### config.mk
export PLATFORM = sky130hd
export DESIGN_NAME = bfc_ctrl
export DESIGN_NICKNAME = d
export VERILOG_FILES = /design/src/rtl/bfc_pkg.sv /design/src/rtl/bfc_ctrl.sv
export SDC_FILE = /design/constraint.sdc
export NUM_CORES = 1
export LEC_CHECK = 0
export BUFFER_PORTS_ARGS = -buffer_cell sky130_fd_sc_hd__buf_2
export CAP_MARGIN = 25
export CELL_PAD_IN_SITES_DETAIL_PLACEMENT = 0
export CELL_PAD_IN_SITES_GLOBAL_PLACEMENT = 2
export CORE_MARGIN = 5
export CORE_UTILIZATION = 23
export CTS_CLUSTER_SIZE = 14
export DETAILED_ROUTE_END_ITERATION = 8
export GPL_TIMING_DRIVEN = 0
export PLACE_DENSITY_LB_ADDON = 0.2
export SLEW_MARGIN = 20
export SYNTH_ARGS = -nofsm -noshare
export SYNTH_HDL_FRONTEND = slang
export SYNTH_SLANG_ARGS = --single-unit
### constraint.sdc
create_clock -name clk -period 1.5 [get_ports clk]
set_clock_uncertainty 0.1 [all_clocks]
set_input_delay 0.15 -clock clk [delete_from_list [all_inputs] [get_ports clk]]
set_output_delay 0.15 -clock clk [all_outputs]
set_load 0.02 [all_outputs]
### src/rtl/bfc_pkg.sv
// ----------------------------------------------------------------------------
// bfc_pkg
// Shared types, codes and helpers for the brainfuck core.
// ----------------------------------------------------------------------------
package bfc_pkg;

  // default storage sizes
  localparam int PROG_DEPTH_DEF = 4096;
  localparam int DATA_DEPTH_DEF = 4096;

  // fixed field widths
  localparam int CELL_W   = 64;
  localparam int BYTE_W   = 8;
  localparam int REQ_W    = 2;
  localparam int STATUS_W = 3;
  localparam int SIZE_W   = 2;
  localparam int CELLS_W  = 13;
  localparam int APB_AW   = 3;
  localparam int APB_DW   = 32;

  // request codes
  localparam logic [REQ_W-1:0] REQ_LOAD  = 2'd0;
  localparam logic [REQ_W-1:0] REQ_STEP  = 2'd1;
  localparam logic [REQ_W-1:0] REQ_CLEAR = 2'd2;
  localparam logic [REQ_W-1:0] REQ_NONE  = 2'd3;

  // result status codes
  localparam logic [STATUS_W-1:0] ST_NORMAL = 3'd0;
  localparam logic [STATUS_W-1:0] ST_EXIT   = 3'd1;
  localparam logic [STATUS_W-1:0] ST_RANGE  = 3'd2;
  localparam logic [STATUS_W-1:0] ST_BRANCH = 3'd3;
  localparam logic [STATUS_W-1:0] ST_FULL   = 3'd4;

  // instruction bytes
  localparam logic [BYTE_W-1:0] OP_INC   = 8'h2B;
  localparam logic [BYTE_W-1:0] OP_DEC   = 8'h2D;
  localparam logic [BYTE_W-1:0] OP_LEFT  = 8'h3C;
  localparam logic [BYTE_W-1:0] OP_RIGHT = 8'h3E;
  localparam logic [BYTE_W-1:0] OP_IN    = 8'h2C;
  localparam logic [BYTE_W-1:0] OP_OUT   = 8'h2E;
  localparam logic [BYTE_W-1:0] OP_OPEN  = 8'h5B;
  localparam logic [BYTE_W-1:0] OP_CLOSE = 8'h5D;

  // register indexes
  localparam logic CFG_IDX_SIZE  = 1'b0;
  localparam logic CFG_IDX_CELLS = 1'b1;

  // cell width codes
  localparam logic [SIZE_W-1:0] SIZE_8  = 2'd0;
  localparam logic [SIZE_W-1:0] SIZE_16 = 2'd1;
  localparam logic [SIZE_W-1:0] SIZE_32 = 2'd2;
  localparam logic [SIZE_W-1:0] SIZE_64 = 2'd3;

  // which result the datapath loads
  typedef enum logic [1:0] {
    RES_PLAIN,
    RES_END,
    RES_FULL,
    RES_STEP
  } res_sel_t;

  // controller to datapath commands
  typedef struct packed {
    logic     clr_start;
    logic     clr_wr;
    logic     load;
    logic     pop_w1;
    logic     pop_w2;
    logic     cap;
    logic     jmp_rd;
    logic     exec;
    logic     emit;
    res_sel_t res_sel;
  } bfc_cmd_t;

  // datapath to controller status
  typedef struct packed {
    logic full;
    logic at_end;
    logic pop_pending;
    logic clr_last;
    logic need_jump;
  } bfc_sts_t;

  function automatic logic [CELL_W-1:0] width_mask(input logic [SIZE_W-1:0] code);
    logic [CELL_W-1:0] m;
    case (code)
      SIZE_8:  m = 64'h0000_0000_0000_00ff;
      SIZE_16: m = 64'h0000_0000_0000_ffff;
      SIZE_32: m = 64'h0000_0000_ffff_ffff;
      default: m = 64'hffff_ffff_ffff_ffff;
    endcase
    return m;
  endfunction

  function automatic logic is_op(input logic [BYTE_W-1:0] b);
    return (b == OP_INC) || (b == OP_DEC) || (b == OP_LEFT) || (b == OP_RIGHT) ||
           (b == OP_IN) || (b == OP_OUT) || (b == OP_OPEN) || (b == OP_CLOSE);
  endfunction

endpackage

### src/rtl/bfc_ctrl.sv
// ----------------------------------------------------------------------------
// bfc_ctrl
// Controller: sequences load, step and clear transactions for the datapath.
// ----------------------------------------------------------------------------
module bfc_ctrl
  import bfc_pkg::*;
(
  input  logic             clk,
  input  logic             rst_n,
  input  logic             start,
  input  logic [REQ_W-1:0] req_type,
  input  bfc_sts_t         sts,
  output logic             busy,
  output bfc_cmd_t         cmd
);

  typedef enum logic [2:0] {
    S_CLEAR,
    S_IDLE,
    S_POP1,
    S_POP2,
    S_SRD,
    S_SEV,
    S_SJMP
  } state_t;

  state_t state_r, state_nxt;
  logic   clr_emit_r, clr_emit_nxt;

  assign busy = (state_r != S_IDLE);

  // next state and commands
  always_comb begin
    state_nxt    = state_r;
    clr_emit_nxt = clr_emit_r;
    cmd          = '0;
    cmd.res_sel  = RES_PLAIN;
    unique case (state_r)
      S_CLEAR: begin
        cmd.clr_wr = 1'b1;
        if (sts.clr_last) begin
          state_nxt    = S_IDLE;
          cmd.emit     = clr_emit_r;
          clr_emit_nxt = 1'b0;
        end
      end
      S_IDLE: begin
        if (start) begin
          unique case (req_type)
            REQ_LOAD: begin
              if (sts.full) begin
                cmd.emit    = 1'b1;
                cmd.res_sel = RES_FULL;
              end else begin
                cmd.load = 1'b1;
                if (sts.pop_pending) begin
                  state_nxt = S_POP1;
                end else begin
                  cmd.emit = 1'b1;
                end
              end
            end
            REQ_STEP: begin
              if (sts.at_end) begin
                cmd.emit    = 1'b1;
                cmd.res_sel = RES_END;
              end else begin
                cmd.cap   = 1'b1;
                state_nxt = S_SRD;
              end
            end
            REQ_CLEAR: begin
              cmd.clr_start = 1'b1;
              clr_emit_nxt  = 1'b1;
              state_nxt     = S_CLEAR;
            end
            default: begin
              cmd.emit = 1'b1;
            end
          endcase
        end
      end
      S_POP1: begin
        cmd.pop_w1 = 1'b1;
        state_nxt  = S_POP2;
      end
      S_POP2: begin
        cmd.pop_w2 = 1'b1;
        cmd.emit   = 1'b1;
        state_nxt  = S_IDLE;
      end
      S_SRD: begin
        state_nxt = S_SEV;
      end
      S_SEV: begin
        cmd.jmp_rd = 1'b1;
        if (sts.need_jump) begin
          state_nxt = S_SJMP;
        end else begin
          cmd.exec    = 1'b1;
          cmd.emit    = 1'b1;
          cmd.res_sel = RES_STEP;
          state_nxt   = S_IDLE;
        end
      end
      S_SJMP: begin
        cmd.exec    = 1'b1;
        cmd.emit    = 1'b1;
        cmd.res_sel = RES_STEP;
        state_nxt   = S_IDLE;
      end
      default: begin
        state_nxt = S_IDLE;
      end
    endcase
  end

  // state register; reset starts a clearing pass with no result
  always_ff @(posedge clk) begin
    if (!rst_n) begin
      state_r    <= S_CLEAR;
      clr_emit_r <= 1'b0;
    end else begin
      state_r    <= state_nxt;
      clr_emit_r <= clr_emit_nxt;
    end
  end

endmodule

# After elaboration in Yosys (flattened, before gate mapping)
# Index checks and enable logic that the tools add are counted.
# totals
in_bits	10
regBits	4
elab_cells	63
rom_bits	0
ramBits	0
n_memories	0
output_inout_bits	12
latch_bits	0
# classes
n_mul	0
reduce_logical	6
order_cmp	0
n_mux	39
shift	0
bitwise_logic	0
n_addsub	0
n_eq_ne	16
div_mod_pow	0
# op_table
op	n
$mux 3	8
$mux 1	21
$pmux 3 s5	1
$eq 3x3->1 const B	3
$ne 3x3->1 const B	3
$pmux 3 s3	1
$eq 3x2->1 const B	2
$pmux 2 s3	1
$reduce_and 6->1	1
$mux 4	1
$ne 2x2->1 const B	2
$ne 4x1->1 const B	1
$pmux 1 s2	2
$pmux 1 s4	1
$pmux 2 s2	1
$reduce_and 4->1	1
$eq 3x1->1 const B	1
$logic_not 3->1	1
$ne 3x1->1 const B	1
$pmux 1 s3	1
$eq 2x1->1 const B	1
$eq 2x2->1 const B	1
$logic_not 2->1	1
$mux 2	1
other kinds (3)	3

# Longest topological paths before layout
# logic_depth
depth_word	5
ltp_mapped	5
depth_no_buf	5

# Worst setup path after synthesis
# Ideal clock, no wire load.
# synth_timing
kind	flip-flop to output port
startpoint	register state_r[1]
endpoint	output cmd[2] (netlist bit)
n_path_buf	1
t_arrival_ns	1.352
required_time_ns	1.250
stages_incl_launch_ff	4
slack_ns	-0.102
cell_sequence	dfxtp_1 buf_6 or2_2 o311ai_1
# synth_rtl
element	line	text
start: declaration	bfc_ctrl.sv:27	state_t state_r, state_nxt;
start signal: assignment	bfc_ctrl.sv:124	state_r <= state_nxt;
end: declaration	bfc_ctrl.sv:14	output bfc_cmd_t cmd

==> run summary <==
outcome -> finished, violations left
failing checks -> setup timing
Area growth syn-to-layout -> 71.6%
Leak -> 0.402 nW
area post-placement -> 632 sq um
clk root buf -> clkbuf_4
First DRT Iteration DRCs -> 12
HPWL after DPL -> 1.07 mm
power share of the clock group -> 30.6%
setup ws final -> -181 ps
largest net degree at the start of global routing -> 11
number of core rows -> 16
YS warnings -> 0
Cell Chain, Critical Path -> buf_6 > and4bb_4 > nand2_1 > nor2_1 > buf_4
CP startpoint kind -> flop
Tmin final -> 1680 ps
Final Non-Filler Cells -> 119
CTS tree -> built
share of cells above drive strength 1 -> 55.4%
Syn Area/Cell -> 7.51 sq um
R2R Setup Slk -> 90 ps
Core Util, Final -> 41.6%
final wirelength -> 1.54 mm
Sequential Power Share -> 27.5%
GP Congestion -> 0.682
worst hold stages -> 2
Final Instance Area -> 825 sq um
TritonCTS Buffers -> 3
Max-slew headroom -> 78.8%
HP Class -> input pin to flop
WL/cell -> 12.9 um
met3 wire len -> 70 um
post-route DRC violation count -> 0
total track usage -> 9.30%
FMAX -> 0.595 GHz
first-pass GRT wire length -> 2.41 mm
Max Slew Vio Count -> 0
R2R cell count -> 4
Initial Util -> 24.2%
worst hold start -> rst_n
met2 WL -> 768 um
Internal -> 0.292 mW
unrepaired setup endpoints after global routing -> yes
Cell variety after synth -> 30
vias in the first global route -> 562
Seq/Total Area, Yosys -> 16.7%
net load switching power -> 0.144 mW
Final Hold Violating Endpoints -> 0
total power -> 0.436 mW
Crit path largest cell delay -> 390 ps
drt pass-1 iters -> 4
Crit Path Class -> flop to primary output
Reg clk slew, reported paths -> 40 ps
VDD IR max -> 0.000251 V
buffers plus inverters on the worst setup path -> 2
die area -> 0.00310 sq mm
post-synthesis cell area -> 480 sq um
reg2reg start -> state_r[0]
crit path launch -> state_r[1]
ANT cells -> 0
Required @ worst endpoint -> 1250 ps
critical path endpoint category -> primary output
syn_nets -> 78
met1 WL -> 657 um
Highest Signal Layer -> met4
Post-Syn Instances -> 64
Stages on worst setup path -> 5
via count -> 586
sw frac -> 33.0%
fillcell total -> 210
#FFs+latches synth -> 4
pin slew with the least headroom to its limit -> 317 ps
Routed Antenna Nets -> 0
Worst Hold Path EP -> state_r[0]
GRT overflow -> 0
H-tree Lvls -> 1
final setup fails -> 7
CP max-delay cell -> and4bb_4
number of I/O pins -> 22
Gate power share -> 41.9%
Data arrival, critical path -> 1430 ps
Core Footprint -> 0.00198 sq mm
Die Ht -> 55.7 um
Top Family by Delay on Critical Path -> simple AND/OR/NAND/NOR gates
Total Nets Final -> 108
Clock Path Buffers -> 2
CTS Hold Bufs -> 0
MaxCap Viol Count -> 0
PwrDens -> 529 mW/mm^2
Worst-Skew Late Latency -> 230 ps
IO buf count -> 21
Period Utilization, post-route -> 112%
CTS Sinks -> 4
initial antenna violation count -> 0
dpl cells -> 112
Vias/cell -> 4.92
reg2reg end -> state_r[2]
worst-path fanout max -> 5
Die W -> 55.7 um
## routing by layer
layer  GRT usage (%)  up-vias
met5               0        -
met4            5.21        0
met3            1.16        7
met2            15.0       24
met1            11.8      267
li1                -      288
## synthesized netlist by cell type
master	n	area [sq um]
o21ai_0	4	20.0
dfxtp_1	4	80.1
a21oi_1	1	5.00
and4bb_2	1	12.5
nor2_1	5	18.8
or2_2	1	6.26
a2111oi_0	1	8.76
inv_1	7	26.3
a31oi_1	1	6.26
nand2b_1	2	12.5
buf_2	1	5.00
a22oi_1	1	7.51
nand3_1	3	15.0
nor3_1	1	5.00
buf_4	1	7.51
and2b_1	2	15.0
nor4bb_1	1	10.0
o311ai_1	2	17.5
a21o_1	1	7.51
buf_6	2	22.5
ha_1	4	50.1
a211o_1	1	8.76
a311oi_1	2	17.5
o221a_2	1	11.3
nor2b_1	1	6.26
nor3b_1	2	15.0
nor4b_1	1	8.76
nand2_1	7	26.3
and2_1	2	12.5
a2111oi_2	1	15.0
## power groups by stage
stage | combinational (mW) | clock, mW | sequential, mW
final | 0.183 | 0.134 | 0.120
after floorplan | 0.0926 | 0 | 0.116
after CTS | 0.168 | 0.132 | 0.115
after detailed placement | 0.137 | 0 | 0.116
after global placement | 0.140 | 0 | 0.116
after global routing | 0.198 | 0.141 | 0.121
## state kept, by name, indices dropped and copies added, names as in the netlist
signal / cells
state_r: 3
clr_emit_r: 1
## worst reg2reg max path: stages (launching register included)
cell and delay, ps:
dfxtp_4 390, buf_4 130, o311ai_1 80, a211o_1 300, a2111oi_2 300
## repair_timing
item / CTS / global route
buffers inserted: 2 / 2
gates resized for setup: 18 / 22
cloned: 0 / 1
hold endpoints to repair: 0 / 0
endpoints found under the setup margin: 9 / 11
pin swaps: 5 / 6
## per-stage QoR
stage	hold WS (ps)	setup WS, ps	setup TNS [ps]
5_1_grt	74.0	-242	-1240
3_3_place_gp	316	-331	-659
4_1_cts	79.6	-244	-1280
3_5_place_dp	319	-289	-528
6_report	67.5	-181	-918
2_1_floorplan	197	35.8	0
## logic make-up (layout without fill, tap and decap cells)
group / Yosys count / count (layout) / share of synthesized area (%)
AO/OA/AOI/OAI: 16 / 16 / 26.0
adder cells (fa/ha/maj): 4 / 4 / 10.4
buffers and inverters: 11 / 39 / 12.8
flip-flops: 4 / 4 / 16.7
AND/OR/NAND/NOR: 29 / 29 / 34.1
## cells in the final DEF (no fill, tap or decap), types with 2 or more instances in the layout
master / Yosys / routed
buf_2: 1 / 13
buf_6: 2 / 8
buf_4: 1 / 7
inv_1: 7 / 6
nand2_1: 7 / 6
nor2_1: 5 / 4
ha_1: 4 / 4
o21ai_0: 4 / 3
clkbuf_4: 0 / 3
and2b_1: 2 / 2
and2_1: 2 / 2
nand3_2: 0 / 2
nand2b_1: 2 / 2
a2111oi_2: 1 / 2
a311oi_1: 2 / 2
dfxtp_4: 0 / 2
## layout make-up
type	count	area, sq um	area share (%)
multi-input combinational	49	425	51.6
timing repair buffer	26	194	23.5
sequential	4	88.8	10.8
buffer	3	33.8	4.10
tap	27	33.8	4.10
inverter	7	26.3	3.19
clock buffer	3	22.5	2.73
## worst max-delay path by stage
stage	to	slack, ps
after CTS	cmd[2]	-240
after floorplan	cmd[2]	40
final	cmd[5]	-180
after detailed placement	cmd[2]	-290
after global placement	cmd[2]	-330
after global routing	cmd[2]	-240
No activity file was read; power rests on OpenSTA's default activity.
