--- src/rtl/bfc_pkg.sv ---
// ----------------------------------------------------------------------------
// bfc_pkg
// Shared types, codes and helpers for the brainfuck core.
// ----------------------------------------------------------------------------
package bfc_pkg;

  // default storage sizes
  localparam int PROG_DEPTH_DEF = 4096;
  localparam int DATA_DEPTH_DEF = 4096;

  // fixed field widths
  localparam int CELL_W   = 64;
  localparam int BYTE_W   = 8;
  localparam int REQ_W    = 2;
  localparam int STATUS_W = 3;
  localparam int SIZE_W   = 2;
  localparam int CELLS_W  = 13;
  localparam int APB_AW   = 3;
  localparam int APB_DW   = 32;

  // request codes
  localparam logic [REQ_W-1:0] REQ_LOAD  = 2'd0;
  localparam logic [REQ_W-1:0] REQ_STEP  = 2'd1;
  localparam logic [REQ_W-1:0] REQ_CLEAR = 2'd2;
  localparam logic [REQ_W-1:0] REQ_NONE  = 2'd3;

  // result status codes
  localparam logic [STATUS_W-1:0] ST_NORMAL = 3'd0;
  localparam logic [STATUS_W-1:0] ST_EXIT   = 3'd1;
  localparam logic [STATUS_W-1:0] ST_RANGE  = 3'd2;
  localparam logic [STATUS_W-1:0] ST_BRANCH = 3'd3;
  localparam logic [STATUS_W-1:0] ST_FULL   = 3'd4;

  // instruction bytes
  localparam logic [BYTE_W-1:0] OP_INC   = 8'h2B;
  localparam logic [BYTE_W-1:0] OP_DEC   = 8'h2D;
  localparam logic [BYTE_W-1:0] OP_LEFT  = 8'h3C;
  localparam logic [BYTE_W-1:0] OP_RIGHT = 8'h3E;
  localparam logic [BYTE_W-1:0] OP_IN    = 8'h2C;
  localparam logic [BYTE_W-1:0] OP_OUT   = 8'h2E;
  localparam logic [BYTE_W-1:0] OP_OPEN  = 8'h5B;
  localparam logic [BYTE_W-1:0] OP_CLOSE = 8'h5D;

  // register indexes
  localparam logic CFG_IDX_SIZE  = 1'b0;
  localparam logic CFG_IDX_CELLS = 1'b1;

  // cell width codes
  localparam logic [SIZE_W-1:0] SIZE_8  = 2'd0;
  localparam logic [SIZE_W-1:0] SIZE_16 = 2'd1;
  localparam logic [SIZE_W-1:0] SIZE_32 = 2'd2;
  localparam logic [SIZE_W-1:0] SIZE_64 = 2'd3;

  // which result the datapath loads
  typedef enum logic [1:0] {
    RES_PLAIN,
    RES_END,
    RES_FULL,
    RES_STEP
  } res_sel_t;

  // controller to datapath commands
  typedef struct packed {
    logic     clr_start;
    logic     clr_wr;
    logic     load;
    logic     pop_w1;
    logic     pop_w2;
    logic     cap;
    logic     jmp_rd;
    logic     exec;
    logic     emit;
    res_sel_t res_sel;
  } bfc_cmd_t;

  // datapath to controller status
  typedef struct packed {
    logic full;
    logic at_end;
    logic pop_pending;
    logic clr_last;
    logic need_jump;
  } bfc_sts_t;

  function automatic logic [CELL_W-1:0] width_mask(input logic [SIZE_W-1:0] code);
    logic [CELL_W-1:0] m;
    case (code)
      SIZE_8:  m = 64'h0000_0000_0000_00ff;
      SIZE_16: m = 64'h0000_0000_0000_ffff;
      SIZE_32: m = 64'h0000_0000_ffff_ffff;
      default: m = 64'hffff_ffff_ffff_ffff;
    endcase
    return m;
  endfunction

  function automatic logic is_op(input logic [BYTE_W-1:0] b);
    return (b == OP_INC) || (b == OP_DEC) || (b == OP_LEFT) || (b == OP_RIGHT) ||
           (b == OP_IN) || (b == OP_OUT) || (b == OP_OPEN) || (b == OP_CLOSE);
  endfunction

endpackage

--- src/rtl/bfc_regs.sv ---
// ----------------------------------------------------------------------------
// bfc_regs
// APB register file: cell width code and number of data cells in use.
// ----------------------------------------------------------------------------
module bfc_regs
  import bfc_pkg::*;
(
  input  logic                clk,
  input  logic                rst_n,
  input  logic                psel,
  input  logic                penable,
  input  logic                pwrite,
  input  logic [APB_AW-1:0]   paddr,
  input  logic [APB_DW-1:0]   pwdata,
  output logic [APB_DW-1:0]   prdata,
  output logic                pready,
  output logic [SIZE_W-1:0]   cell_size_code,
  output logic [CELLS_W-1:0]  data_cells
);

  logic [SIZE_W-1:0]  size_r;
  logic [CELLS_W-1:0] cells_r;
  logic               wr_en;
  logic               idx;

  assign wr_en = psel && penable && pwrite;
  assign idx   = paddr[2];

  // register writes
  always_ff @(posedge clk) begin
    if (!rst_n) begin
      size_r  <= SIZE_8;
      cells_r <= CELLS_W'(DATA_DEPTH_DEF);
    end else if (wr_en) begin
      unique case (idx)
        CFG_IDX_SIZE:  size_r  <= pwdata[SIZE_W-1:0];
        CFG_IDX_CELLS: cells_r <= pwdata[CELLS_W-1:0];
        default: ;
      endcase
    end
  end

  // read mux
  always_comb begin
    unique case (idx)
      CFG_IDX_SIZE:  prdata = APB_DW'(size_r);
      CFG_IDX_CELLS: prdata = APB_DW'(cells_r);
      default:       prdata = '0;
    endcase
  end

  assign pready         = 1'b1;
  assign cell_size_code = size_r;
  assign data_cells     = cells_r;

endmodule

--- config.mk ---
export PLATFORM = sky130hd
export DESIGN_NAME = bfc_regs
export DESIGN_NICKNAME = d
export VERILOG_FILES = /design/src/rtl/bfc_pkg.sv /design/src/rtl/bfc_regs.sv
export SDC_FILE = /design/constraint.sdc
export NUM_CORES = 1
export LEC_CHECK = 0
export BUFFER_PORTS_ARGS = -buffer_cell sky130_fd_sc_hd__clkbuf_2
export CELL_PAD_IN_SITES_DETAIL_PLACEMENT = 1
export CELL_PAD_IN_SITES_GLOBAL_PLACEMENT = 2
export CORE_MARGIN = 1.5
export CORE_UTILIZATION = 17
export CTS_BUF_LIST = sky130_fd_sc_hd__clkbuf_8
export DETAILED_ROUTE_END_ITERATION = 8
export PLACE_DENSITY = 0.87
export SLEW_MARGIN = 20
export SYNTH_ARGS = -nofsm -noshare
export SYNTH_HDL_FRONTEND = slang
export SYNTH_SLANG_ARGS = --single-unit
--- constraint.sdc ---
create_clock -name clk -period 0.8 [get_ports clk]
set_input_delay 0.04 -clock clk [delete_from_list [all_inputs] [get_ports clk]]
set_output_delay 0.04 -clock clk [all_outputs]
set_load 0.01 [all_outputs]
# After elaboration in Yosys (flattened, before gate mapping)
# Cells that the tools add are included.
word_totals:
  register_bits: 15
  elab_cells: 8
  latchBits: 0
  memories: 0
  output_inout_bits: 48
  mem_bits_ro: 0
  inputBits: 40
  mem_bits_rw: 0
op_classes:
  mul: 0
  n_div: 0
  n_shift: 0
  order_cmp: 0
  n_addsub: 0
  n_eq_ne: 0
  bitwise: 1
  n_mux: 1
  n_reduce_logical: 4
ops:
  columns: ["op", "n"]
  rows:
  - ["case mux 32 bit (2 select lines)", 1]
  - ["AND reduction 2 bit", 2]
  - ["logical AND 1 bit", 2]
  - ["NOT 1 bit", 1]

# Depth between registers and ports, before layout
# Gate-level depths: netlist (run 1).
logic_depth:
  word_depth: 3
  depth_mapped: 4
  mapped_depth_nobuf: 2

# Worst setup path before layout (run 1)
# OpenSTA, ideal clock, no wires.
synth_timing:
  kind: "input-to-reg"
  from: "input port pwrite"
  to: "register cells_r[12] (netlist: data_cells[12])"
  path_buffers: 2
  arrival_ps: 590
  setup_ps: 120
  cell_stages: 4
  path_slack_ps: 90
  required_ps: 680
  cell_sequence: "and4_1 -> buf_6 -> buf_12 -> mux2i_1"
synth_via:
  elab_chain_cells: 2
synth_lines:
  columns: ["element", "line", "rtl"]
  rows:
  - ["start: declaration", "bfc_regs.sv:12", "input logic pwrite,"]
  - ["logical AND 1 bit", "bfc_regs.sv:26", "assign wr_en = psel && penable && pwrite;"]
  - ["AND reduction 2 bit (no source line)", null, null]
  - ["end signal: assignment", "bfc_regs.sv:33", "cells_r <= CELLS_W'(DATA_DEPTH_DEF);"]
  - ["end signal: assignment", "bfc_regs.sv:37", "CFG_IDX_CELLS: cells_r <= pwdata[CELLS_W-1:0];"]
  - ["end: declaration", "bfc_regs.sv:22", "logic [CELLS_W-1:0] cells_r;"]
# No other way between the ends.
# A chain may end at the register's enable or synchronous reset.

# Worst setup path in the final report (run 1)
layout_timing:
  from: "register size_r[1] (netlist: cell_size_code[1])"
  to: "output port prdata[1]"
layout_via:
  elab_chain_cells: 1
layout_lines:
  columns: ["element", "line", "rtl"]
  rows:
  - ["start: declaration", "bfc_regs.sv:21", "logic [SIZE_W-1:0] size_r;"]
  - ["start signal: assignment", "bfc_regs.sv:36", "CFG_IDX_SIZE: size_r <= pwdata[SIZE_W-1:0];"]
  - ["case mux 32 bit (2 select lines)", "bfc_regs.sv:45", "unique case (idx)"]
  - ["end: declaration", "bfc_regs.sv:15", "output logic [APB_DW-1:0] prdata,"]
# No other way between the ends. The select of a mux whose other input is x is not followed.

==> results_dict.tcl, run 1 <==
set metrics [dict create \
    path_class "flip-flop to output port" \
    cts_tree "yes" \
    ir_drop_mv 0.478 \
    synthCells 101 \
    reg2reg_depth 4 \
    place.gp.congestion 0.621 \
    min_period_over_period_pct 124 \
    rrSetupSlack_ns 0.03 \
    dpl-instance-area_sq_um 1120 \
    wl_met1_um 921 \
    crit_required_ns 0.76 \
    rsz0062_at_grt "yes" \
    io_buffers 46 \
    fin_nets 197 \
    synth_warnings 0 \
    drive_above_1_share_pct 55.1 \
    root_buffer "clkbuf_8" \
    intPower_mw 1.23 \
    switching_share_pct 24.7 \
    n_antenna_cell 0 \
    overflow 0 \
    grt_max_degree 15 \
    highest_layer "met4" \
    critPathLaunch "cell_size_code[1]" \
    routed-wl-met2_um 1160 \
    violations "setup timing" \
    wl_um 2240 \
    ys_ff_latch 15 \
    r2r_start "data_cells[11]" \
    vias_per_cell 3.55 \
    comb_power_share_pct 16.8 \
    fin_setup_tns_ns -1.05 \
    cp.arrival_ns 0.95 \
    whs_ns 0.0145 \
    area_delta_synth_final_pct 52.8 \
    fin_area_sq_um 1340 \
    p_per_area_nw_per_um2 1220 \
    detail-route-antenna-nets 0 \
    slew_violations 0 \
    syn_area_per_cell_sq_um 8.70 \
    outcome "finished with violations" \
    cts_max_level 1 \
    max-cap-violations 0 \
    rows 25 \
    min_period_ns 0.993 \
    holdPathStages 3 \
    cts.sinks 15 \
    vias 791 \
    dieArea_sq_um 5610 \
    hold_viol 0 \
    finalSetupViolations 17 \
    grt_usage_pct 7.25 \
    antenna_found_initial 0 \
    synth_seq_area_share_pct 34.2 \
    clk_path_buf_depth 2 \
    reg2reg_to "data_cells[11]" \
    hp-start "pwdata[4]" \
    start_kind "flip-flop" \
    coreArea_sq_um 4850 \
    switching_power_uw 403 \
    wl_per_cell_um 10.1 \
    fmax_mhz 1010 \
    final_cell_mix "clkbuf_2, nand2_1, conb_1, mux2i_1, dfxtp_2" \
    final_common_cell "clkbuf_2" \
    dieWidth_um 74.9 \
    clockPowerShare_pct 35.5 \
    cp-end-kind "output port" \
    layout_setup_ws_ns -0.193 \
    clock_skew_ns 0 \
    dp_hpwl_um 1650 \
    crit_fanout 2 \
    drt-pass1-iter-count 2 \
    p_leak_nw 0.668 \
    dieHeight_um 74.9 \
    drt_iter0_markers 4 \
    worstHoldPathType "input pin to flip-flop" \
    grt_pass1_vias 755 \
    clkTransAtPathRegs_ns 0.06 \
    min_to "data_cells[4]" \
    clk_latency_ns 0.24 \
    seqPwrFrac_pct 47.7 \
    synthesis.area_sq_um 878 \
    start_util_pct 18.1 \
    ys_types 15 \
    drc 0 \
    routed-wl-met3_um 156 \
    cts_made_buffers 3 \
    boundaryPins 88 \
    grt_pass1_wl_um 3130 \
]
-- logic make-up (layout without fill, tap and decap cells) --
family                 Yosys count  count (layout)  synth area share (%)
flip-flops                      15              15                  34.2
multiplexers                    17              17                  19.7
other                            2              20                 0.855
AND/OR/NAND/NOR                 41              41                  22.5
buffers and inverters           26              63                  22.8
-- stage by stage --
step / instances / setup slack, ns / util (%) / power, mW
6_report: 223 / -0.193 / 27.7 / 1.63
5_1_grt: 223 / -0.215 / 27.7 / 1.72
4_1_cts: 221 / -0.182 / 25.2 / 1.64
3_5_place_dp: 212 / -0.0624 / 23.0 / 1.03
3_3_place_gp: 212 / -0.0275 / 23.0 / 1.03
2_1_floorplan: 119 / 0.0905 / - / 1.00
-- power by group through the flow --
| stage | Combinational [mW] | Clock (mW) | Sequential, mW |
|---|---|---|---|
| after floorplan | 0.206 | 0 | 0.798 |
| after global placement | 0.236 | 0 | 0.791 |
| after detailed placement | 0.240 | 0 | 0.791 |
| after CTS | 0.252 | 0.614 | 0.777 |
| after global routing | 0.303 | 0.640 | 0.780 |
| final | 0.274 | 0.580 | 0.778 |
-- per-layer routing --
metal / global-route usage (%) / vias to the layer above
met1: 7.64 / 367
met4: 3.03 / 0
met2: 14.1 / 37
met3: 1.20 / 2
li1: - / 385
met5: 0 / -
-- flip-flops by register name, indices dropped and copies added, names as in the netlist --
name and flops:
cell_size_code 2, data_cells 13
-- timing repair --
action / CTS / global route
setup endpoints to repair: 15 / 18
setup buffers: 5 / 3
gates resized for setup: 17 / 39
hold buffers: 0 / 0
-- area by class of cell --
class                      instances  area [sq um]
clock buffer                       3          41.3
clock inverter                     1          3.75
fill                             593          3510
multi-input combinational         78           469
sequential                        15           319
tap                               67          83.8
timing repair buffer              59           425
-- cell usage after synthesis --
library cell | number | area, sq um
dfxtp_1 | 15 | 300
conb_1 | 2 | 7.51
buf_4 | 20 | 150
buf_2 | 3 | 15.0
nand2_1 | 26 | 97.6
mux2i_1 | 15 | 150
nand4b_1 | 1 | 8.76
buf_12 | 1 | 20.0
mux2_2 | 2 | 22.5
nor2b_1 | 2 | 12.5
and2_1 | 10 | 62.6
and4_1 | 1 | 8.76
clkbuf_1 | 1 | 3.75
and2_2 | 1 | 7.51
buf_6 | 1 | 11.3
-- how the worst max path moves through the flow --
stage	endpoint	slack, ns	depth (start not counted)
after detailed placement	data_cells[6]	-0.06	4
after floorplan	data_cells[12]	0.09	4
after global placement	data_cells[5]	-0.03	4
after global routing	prdata[1]	-0.21	2
final	prdata[1]	-0.19	2
after CTS	prdata[0]	-0.18	2
-- critical path, stage by stage, from the launching register on --
cell	delay, ns
dfxtp_2	0.32
mux2_4	0.27
buf_6	0.12
(Power assumes the default switching activity.)
==> run 2: changes to the inputs <==
--- a/config.mk
+++ b/config.mk
@@ -12,6 +12,7 @@
 export CORE_UTILIZATION = 17
 export CTS_BUF_LIST = sky130_fd_sc_hd__clkbuf_8
 export DETAILED_ROUTE_END_ITERATION = 8
+export GPL_TIMING_DRIVEN = 0
 export PLACE_DENSITY = 0.87
 export SLEW_MARGIN = 20
 export SYNTH_ARGS = -nofsm -noshare
==> constraint.sdc (replaced) <==
create_clock -name clk -period 1.1 [get_ports clk]
set_input_delay 0.055 -clock clk [delete_from_list [all_inputs] [get_ports clk]]
set_output_delay 0.055 -clock clk [all_outputs]
set_load 0.01 [all_outputs]
==> run 2 against run 1 <==
Compared with the run above:
- the run now ends clean
- worst hold slack better by 0.023 ns
- utilization down 0.85 points
- flip-flop and latch count did not move
- sequential share of layout area is 0.69 points lower
- via count is 6.2% higher
- register-to-register slack better by 0.45 ns
- first-iteration DRC count grew to 4.3 times the previous value
- critical path type unchanged
- largest cell class unchanged
==> results_dict.tcl, run 2 (same netlist as run 1, synthesis figures left out) <==
set metrics [dict create \
    drt_iter0_markers 17 \
    n_antenna_cell 0 \
    slew_violations 0 \
    drt-pass1-iter-count 4 \
    drive_above_1_share_pct 45.8 \
    cp_cell_sequence "mux2_2 -> clkbuf_2" \
    p_leak_nw 0.684 \
    fin_cells 235 \
    wl_um 2290 \
    dieWidth_um 74.9 \
    fin_nets 209 \
    fmax_mhz 986 \
    cpMaxStageDelayCell "dfxtp_1" \
    cp-end-kind "output port" \
    start_util_pct 18.1 \
    place.gp.congestion 0.636 \
    drc 0 \
    crit_fanout 3 \
    overflow 0 \
    min_period_over_period_pct 92.2 \
    clk_path_buf_depth 2 \
    cts_resized 0 \
    multi_input_area_sq_um 445 \
    final_common_cell "clkbuf_2" \
    vias 840 \
    io_buffers 45 \
    hold_viol 0 \
    start_kind "flip-flop" \
    min_period_ns 1.01 \
    max-cap-violations 0 \
    cts.sinks 15 \
    p_per_area_nw_per_um2 948 \
    fin_setup_tns_ns 0 \
    post_cts_buffers 0 \
    worstHoldPathType "input pin to flip-flop" \
    clkTransAtPathRegs_ns 0.06 \
    boundaryPins 88 \
    cp.arrival_ns 0.96 \
    detail-route-antenna-nets 0 \
    slowest_delay_ns 0.33 \
    nFillCells 620 \
    path_buf_inv 1 \
    coreArea_sq_um 4850 \
    rsz0062_at_grt "no" \
    root_buffer "clkbuf_8" \
    cts_tree "yes" \
    crit_required_ns 1.04 \
    dieArea_sq_um 5610 \
    grt_pass1_vias 725 \
    critical-path-top-delay-family "flip-flops" \
    ir_drop_mv 0.330 \
    wl_per_cell_um 9.75 \
    final_cell_mix "clkbuf_2, nand2_1, buf_4, conb_1" \
    finalSetupViolations 0 \
    rows 25 \
    clock_skew_ns 0 \
    largest_reg_flops 13 \
    antenna_found_initial 0 \
    placedCellCount 231 \
    vias_per_cell 3.57 \
    grt_usage_pct 7.72 \
    register_area_sq_um 300 \
    path_class "flip-flop to output port" \
    cts_made_buffers 3 \
    hold_buffers 0 \
    cts_max_level 1 \
    area_delta_synth_final_pct 48.1 \
    outcome "finished, final reports clean" \
    total_power_mw 1.23 \
    dieHeight_um 74.9 \
    clk_latency_ns 0.24 \
    grt_pass1_wl_um 3280 \
    grt_max_degree 11 \
    dp_hpwl_um 1860 \
]
run 2: changes by cell type in the layout (fill, tap and decap cells not counted), sizes merged:
cell / before / now
buf: 29 / 25
clkbuf: 33 / 49
clkinv: 0 / 1
inv: 1 / 0
run 2: area by class of cell:
class / instances / area share (%)
Sequential cell: 15 / 23.1
Clock buffer: 3 / 3.17
Clock inverter: 1 / 0.385
Multi-Input combinational cell: 78 / 34.2
Buffer: 26 / 15.4
Tap cell: 67 / 6.44
Timing Repair Buffer: 45 / 17.3
run 2: tightest hold or removal path, delay by kind of cell:
| family | cells | cell delay, ns |
|---|---|---|
| buffers and inverters | 1 | 0.08 |
| multiplexers | 1 | 0.06 |
| AND/OR/NAND/NOR | 1 | 0.04 |
run 2: metal layers:
| layer | share of wire (%) | GRT usage, % | up-vias |
|---|---|---|---|
| met5 | 0 | 0 | - |
| met4 | 0 | 3.03 | 0 |
| met3 | 9.2 | 2.14 | 0 |
| met2 | 50 | 13.9 | 41 |
| met1 | 40 | 8.59 | 386 |
| li1 | - | - | 413 |
run 2: through the flow:
stage	hold slack, ns	cell area (sq um)	util [%]	setup WS (ns)
after global placement	0.291	1250	25.9	0.128
after detailed placement	0.297	1250	25.9	0.126
final	0.0371	1300	26.8	0.0860
after global routing	0.0320	1300	26.8	0.0358
after floorplan	0.197	946	-	0.375
after CTS	0.0351	1300	26.8	0.0751
run 2: worst paths after layout:
path,start,end,slack [ns],cells past startpoint
min reg2reg,data_cells[8],data_cells[8],0.47,2
max,data_cells[0],prdata[0],0.09,2
min,pwdata[4],data_cells[4],0.04,3
max reg2reg,data_cells[3],data_cells[3],0.48,2
run 2: report_power, final:
part           internal (mW)  switching (mW)
registers              0.555         0.00855
logic                  0.113           0.113
clock network          0.250           0.193
total                  0.919           0.314
